<file path="src/rtl/min_syllable_segmenter_unit_assert.svh">
// Assertion macros used by the segmenter RTL
`ifndef MIN_SYLLABLE_SEGMENTER_UNIT_ASSERT_SVH
`define MIN_SYLLABLE_SEGMENTER_UNIT_ASSERT_SVH

// Check a consequence in the same cycle
`define MSS_ASSERT_NOW(lbl, ante, cons, msg) \
   lbl: assert property (@(posedge clock) disable iff (reset) (ante) |-> (cons)) \
      else $error(msg);

// Check a consequence in the next cycle
`define MSS_ASSERT_NEXT(lbl, ante, cons, msg) \
   lbl: assert property (@(posedge clock) disable iff (reset) (ante) |=> (cons)) \
      else $error(msg);

`endif

</file>
<file path="src/rtl/mss_ram.sv">
`default_nettype none
module mss_ram #(
   parameter int WIDTH = 8,
   parameter int DEPTH = 64
) (
   input  wire logic                     clock,
   input  wire logic                     wr_en,
   input  wire logic [$clog2(DEPTH)-1:0] wr_addr,
   input  wire logic [WIDTH-1:0]         wr_data,
   input  wire logic                     rd_en,
   input  wire logic [$clog2(DEPTH)-1:0] rd_addr,
   output logic      [WIDTH-1:0]         rd_data
);

   logic [WIDTH-1:0] mem_ff [DEPTH];
   logic [WIDTH-1:0] rd_data_ff;

   // Write one entry, read one entry into the output register
   always_ff @(posedge clock) begin
      if (wr_en) mem_ff[wr_addr] <= wr_data;
      if (rd_en) rd_data_ff <= mem_ff[rd_addr];
   end

   assign rd_data = rd_data_ff;

endmodule
`default_nettype wire

</file>
<file path="config.mk">
export PLATFORM = sky130hd
export DESIGN_NAME = mss_ram
export DESIGN_NICKNAME = d
export VERILOG_FILES = /design/src/rtl/min_syllable_segmenter_unit_assert.svh /design/src/rtl/mss_ram.sv
export SDC_FILE = /design/constraint.sdc
export NUM_CORES = 1
export LEC_CHECK = 0
export ABC_CLOCK_PERIOD_IN_PS = 3000
export BUFFER_PORTS_ARGS = -buffer_cell sky130_fd_sc_hd__clkbuf_2
export CAP_MARGIN = 20
export CORE_UTILIZATION = 55
export CTS_BUF_LIST = sky130_fd_sc_hd__clkbuf_4
export CTS_CLUSTER_SIZE = 24
export DETAILED_ROUTE_END_ITERATION = 12
export GPL_TIMING_DRIVEN = 0
export PLACE_DENSITY_LB_ADDON = 0.3
export SLEW_MARGIN = 20
export SYNTH_ARGS = -nofsm -noshare
export SYNTH_HDL_FRONTEND = slang
export SYNTH_SLANG_ARGS = --single-unit
</file>
<file path="constraint.sdc">
create_clock -name clock -period 3 [get_ports clock]
set_input_delay 0.9 -clock clock [delete_from_list [all_inputs] [get_ports clock]]
set_output_delay 0.9 -clock clock [all_outputs]
set_load 0.01 [all_outputs]
</file>
Word level (Yosys, flattened, before mapping)
Memories as Yosys holds them, arrays and structs flattened. A register that Yosys moved wholly into a read port is not among the register bits. Cells that the tools add are included.

Output and inout bits: 8. Logic and storage cells: 3. Bits in writable memories: 512. Memories: 1. Flip-flop bits (word level): 0.

Mux-type cells: 2.

Memories: mem_ff (words 64, bits a word 8, rd ports 1, clocked after Yosys merged registers in 1, wr ports 1, RTL line mss_ram.sv:15) `logic [WIDTH-1:0] mem_ff [DEPTH];`.

Operators with widths (count): $mux 1 (2).

Logic depth before layout (Yosys ltp)
Word-level depth: 2. Gate-level depth with buffers: 9. Mapped depth without buffers: 5.

Least setup slack after synthesis
No wires, ideal clock.

Path kind: input to register. From: in rd_addr[1]. To: reg rd_data_ff[3] (netlist: rd_data[3]) (read register of mem_ff), data pin. Library setup time: 0.266 ns. Data arrival time: 2.440 ns. Cell stages on the path: 7. Path buffers: 3. Slack: 0.294 ns. Path through: buf_4 -> buf_2 -> buf_2 -> mux4_2 -> mux4_2 -> o21ai_1 -> o41ai_1.

RTL lines: start: declaration (RTL line mss_ram.sv:11) `input wire logic [$clog2(DEPTH)-1:0] rd_addr,`; end: declaration (RTL line mss_ram.sv:16) `logic [WIDTH-1:0] rd_data_ff;`.

==> report_table.html <==
<table>
<tr><th>Metric</th><th>Value</th></tr>
<tr><th colspan="2">Status</th></tr>
<tr><td>Outcome</td><td>complete, no violations</td></tr>
<tr><th colspan="2">Synthesis</th></tr>
<tr><td>Count of unique library cells instantiated by Yosys</td><td>39</td></tr>
<tr><td>Dominant synthesized flop cell</td><td>sky130_fd_sc_hd__edfxtp_1</td></tr>
<tr><td>Number of enable-type register cells in the synthesized netlist</td><td>520</td></tr>
<tr><td>Post-Synthesis Net Count</td><td>a little under 1000</td></tr>
<tr><td>Number of cells produced by synthesis</td><td>940</td></tr>
<tr><td>Netlist area before placement</td><td>20200 sq um</td></tr>
<tr><td>Cells taking the most area after synthesis</td><td>sky130_fd_sc_hd__edfxtp_1, sky130_fd_sc_hd__mux4_2, sky130_fd_sc_hd__nor2_1</td></tr>
<tr><td>Top cell types by occurrence after synthesis</td><td>sky130_fd_sc_hd__edfxtp_1, sky130_fd_sc_hd__mux4_2, sky130_fd_sc_hd__nor2_1</td></tr>
<tr><td>Synthesized area per cell</td><td>~22 sq um</td></tr>
<tr><td>Most area-hungry cell type in the Yosys netlist</td><td>sky130_fd_sc_hd__edfxtp_1</td></tr>
<tr><td>Most frequent cell after synthesis</td><td>sky130_fd_sc_hd__edfxtp_1</td></tr>
<tr><td>Count of state elements after synthesis</td><td>520</td></tr>
<tr><td>Portion of the post-synthesis area used by sequential elements</td><td>77.1%</td></tr>
<tr><td>Fraction of post-synthesis cell area in the top cell type by area</td><td>just under 80%</td></tr>
<tr><td>Share of synthesized flip-flops with an asynchronous set or reset</td><td>0%</td></tr>
<tr><td>YS warnings</td><td>0</td></tr>
<tr><th colspan="2">Placement</th></tr>
<tr><td>DP Worst Slack</td><td>-840 ps</td></tr>
<tr><td>Half-perimeter wire length after detailed placement</td><td>between 20000 and 30000 um</td></tr>
<tr><td>Port bufs</td><td>22</td></tr>
<tr><td>Placed cell count</td><td>~1400</td></tr>
<tr><td>GPL Wtd Cong</td><td>between 0.9 and 1</td></tr>
<tr><td>Placed Instance Area</td><td>21000 sq um</td></tr>
<tr><th colspan="2">Clock network</th></tr>
<tr><td>CTS tree</td><td>done</td></tr>
<tr><td># resized after CTS</td><td>0</td></tr>
<tr><td>Number of clock buffers inserted by TritonCTS</td><td>121</td></tr>
<tr><td>Clk Tree Root Cell</td><td>sky130_fd_sc_hd__clkbuf_4</td></tr>
<tr><td># hold bufs at CTS</td><td>0</td></tr>
<tr><td>Number of clock sinks</td><td>520</td></tr>
<tr><td>Number of levels in the clock H-tree</td><td>3</td></tr>
<tr><td>CTS clock-pin slew for the worst setup and hold paths</td><td>80 ps</td></tr>
<tr><td>Bufs on Longest Clock Path</td><td>3</td></tr>
<tr><td>Clk_lat worst skew</td><td>between 800 and 900 ps</td></tr>
<tr><td>Post-CTS Setup Bufs</td><td>0</td></tr>
<tr><th colspan="2">Floorplan</th></tr>
<tr><td>Std-Cell Core Area</td><td>between 30000 and 40000 sq um</td></tr>
<tr><td>Chip Height</td><td>between 150 and 200 um</td></tr>
<tr><td>X dimension of the die</td><td>194 um</td></tr>
<tr><td>Area of the die</td><td>between 30000 and 40000 sq um</td></tr>
<tr><td>IO Count</td><td>31</td></tr>
<tr><td>Floorplan row count</td><td>69</td></tr>
<tr><td>Starting Density</td><td>a little under three fifths</td></tr>
<tr><th colspan="2">STA</th></tr>
<tr><td>Achievable clock frequency</td><td>roughly 340 MHz</td></tr>
<tr><td>Worst slew margin relative to its limit</td><td>about a third</td></tr>
<tr><td>Number of setup violations in the final report</td><td>0</td></tr>
<tr><td>Tcrit/Tclk final</td><td>a little over nine tenths</td></tr>
<tr><td>Post-route clock skew</td><td>a little under 60 ps</td></tr>
<tr><td>Final hold violation count</td><td>0</td></tr>
<tr><td>Worst setup margin</td><td>around 85 ps</td></tr>
<tr><td>Unrepaired setup endpoints after global routing</td><td>false</td></tr>
<tr><td>Final number of max-transition violations</td><td>0</td></tr>
<tr><td>Slew at the pin closest to its max-slew limit</td><td>approximately 1000 ps</td></tr>
<tr><td>Total Neg Setup Slack</td><td>0 ps</td></tr>
<tr><td>Shortest period the worst path allows</td><td>roughly 2900 ps</td></tr>
<tr><th colspan="2">Critical path</th></tr>
<tr><td>Endpoint class of the critical path</td><td>flip-flop</td></tr>
<tr><td>Arrival time at the worst endpoint</td><td>3430 ps</td></tr>
<tr><td>Slowest stage delay, CP</td><td>790 ps</td></tr>
<tr><td>Crit path buffers/inverters</td><td>3</td></tr>
<tr><td>Critical path startpoint category</td><td>primary input</td></tr>
<tr><td>Maximum fanout count along the critical path</td><td>10</td></tr>
<tr><td>Cell with the largest stage delay on the worst path</td><td>sky130_fd_sc_hd__clkbuf_1</td></tr>
<tr><td>Logic depth of the worst setup path including buffers</td><td>6</td></tr>
<tr><td>Setup Crit Path Kind</td><td>in2reg</td></tr>
<tr><td>Worst EP required</td><td>around 3500 ps</td></tr>
<tr><td>Count of cells along the worst register-to-register path</td><td>5</td></tr>
<tr><td>Critical path, cell by cell</td><td>buf_2, buf_4, clkbuf_1, mux4_2, o22ai_1, o41ai_1</td></tr>
<tr><td>Cell class contributing the biggest share of worst-path delay</td><td>buffers and inverters</td></tr>
<tr><th colspan="2">Global routing</th></tr>
<tr><td>Remaining global-route overflow</td><td>0</td></tr>
<tr><td>Number of global-route vias before repair</td><td>10400</td></tr>
<tr><td>GRT Overall Usage</td><td>between 20 and 30%</td></tr>
<tr><td>Pin count of the biggest net entering global routing</td><td>65</td></tr>
<tr><td>Global-route wire length before repair</td><td>between 60000 and 70000 um</td></tr>
<tr><td>Number of antenna violations at the first check in global routing</td><td>3</td></tr>
<tr><th colspan="2">Final layout</th></tr>
<tr><td>Area added between synthesis and finish</td><td>9.94%</td></tr>
<tr><td>Design area</td><td>around 22000 sq um</td></tr>
<tr><td>Final net count</td><td>1108</td></tr>
<tr><td>Fraction of layout cells with a size suffix above 1</td><td>about a third</td></tr>
<tr><td>Fill cell total of the finished layout</td><td>2477</td></tr>
<tr><td>Layout Cells excl Fill</td><td>~1600</td></tr>
<tr><td>Area occupied by multi-input gates</td><td>about 4300 sq um</td></tr>
<tr><td>Area used by sequential logic in the layout</td><td>15600 sq um</td></tr>
<tr><th colspan="2">Detailed routing</th></tr>
<tr><td>Routed wire length per instance</td><td>around 29 um</td></tr>
<tr><td>Antenna Nets Post-Route</td><td>0</td></tr>
<tr><td>Starting DRC count in detailed routing</td><td>about 1200</td></tr>
<tr><td>Number of iterations in the first detailed-routing pass</td><td>5</td></tr>
<tr><td>Vias per cell</td><td>about 6.5</td></tr>
<tr><td>DRC Markers</td><td>0</td></tr>
<tr><td>Via count</td><td>around 10000</td></tr>
<tr><td>Detailed-route wire length</td><td>approximately 47000 um</td></tr>
<tr><th colspan="2">Power and ir drop</th></tr>
<tr><td>Leak</td><td>~0.007 uW</td></tr>
<tr><td>Maximum resistive drop on vdd</td><td>around 0.00027 V</td></tr>
<tr><td>Power density over the cells</td><td>621 nW/um^2</td></tr>
<tr><th colspan="2">Worst hold path</th></tr>
<tr><td>Hold Path Depth</td><td>1</td></tr>
<tr><td>Type of the tightest min-delay check</td><td>in2reg</td></tr>
<tr><th colspan="2">Run</th></tr>
<tr><td>Number of max-cap violations</td><td>0</td></tr>
</table>
-- worst paths after layout --
path                           startpoint  slack [ps]                   end
setup reg to reg  mem_ff[21][6]$_DFFE_PP_         730  rd_data[6]$_DFFE_PP_
hold / removal                      rd_en         490  rd_data[7]$_DFFE_PP_
setup / recovery               rd_addr[2]          90  rd_data[3]$_DFFE_PP_
hold reg to reg    mem_ff[6][7]$_DFFE_PP_         900  rd_data[7]$_DFFE_PP_
-- kinds of logic (layout without fill, tap and decap cells) --
logic type,after synthesis,in the layout,share of synthesized area [%]
AO/OA/AOI/OAI,54,54,2.06
buffers and inverters,51,251,1.56
flip-flops,520,520,77.1
multiplexers,162,162,15.9
other,0,3,0
AND/OR/NAND/NOR,153,153,3.37
-- cell usage in the layout, fill, tap and decap left out, drive strengths merged, types with 8 or more instances in the layout --
cell type    n
mux4       126
nand3       13
nor2b       14
nor2        83
o22ai        8
clkinv      14
buf         34
nand2       19
clkbuf     202
o221ai       8
mux2i       23
mux2        13
edfxtp     520
-- sequential cells by signal, summed over array words and instances (netlist names) --
| register | flops |
|---|---|
| mem_ff | 512 |
| rd_data | 8 |
-- stage by stage --
stage	total power, uW	util [%]	hold WS (ps)
after floorplan	8660	-	797
after global placement	8990	58.3	925
after detailed placement	9010	58.4	928
after CTS	13900	61.9	454
after global routing	14300	62.0	480
final	13800	62.0	494
-- per-layer routing --
| metal | GRT usage [%] | share of wire, % | vias up |
|---|---|---|---|
| met5 | 0 | 0.030 | - |
| met4 | 12.1 | 3.7 | 2 |
| met3 | 6.92 | 11 | 101 |
| met2 | 37.8 | 45 | 655 |
| met1 | 36.0 | 40 | 5315 |
| li1 | - | - | 4285 |
-- area by class of cell --
class,count,share of cell area [%]
Sequential cell,520,70.2
Multi-Input combinational cell,369,19.4
Clock buffer,163,5.50
Tap cell,461,2.59
Buffer,51,1.43
Timing Repair Buffer,22,0.585
Clock inverter,15,0.275
Antenna cell,3,0.0337
-- where the power goes --
group / switching (uW) / leakage [uW] / internal, uW
Sequential: 14.1 / 0.00469 / 8060
Combinational: 512 / 0.00155 / 283
Clock: 2510 / 0.000786 / 2440
Total: 3040 / 0.00702 / 10800
Power figures use the tool's default switching activity.
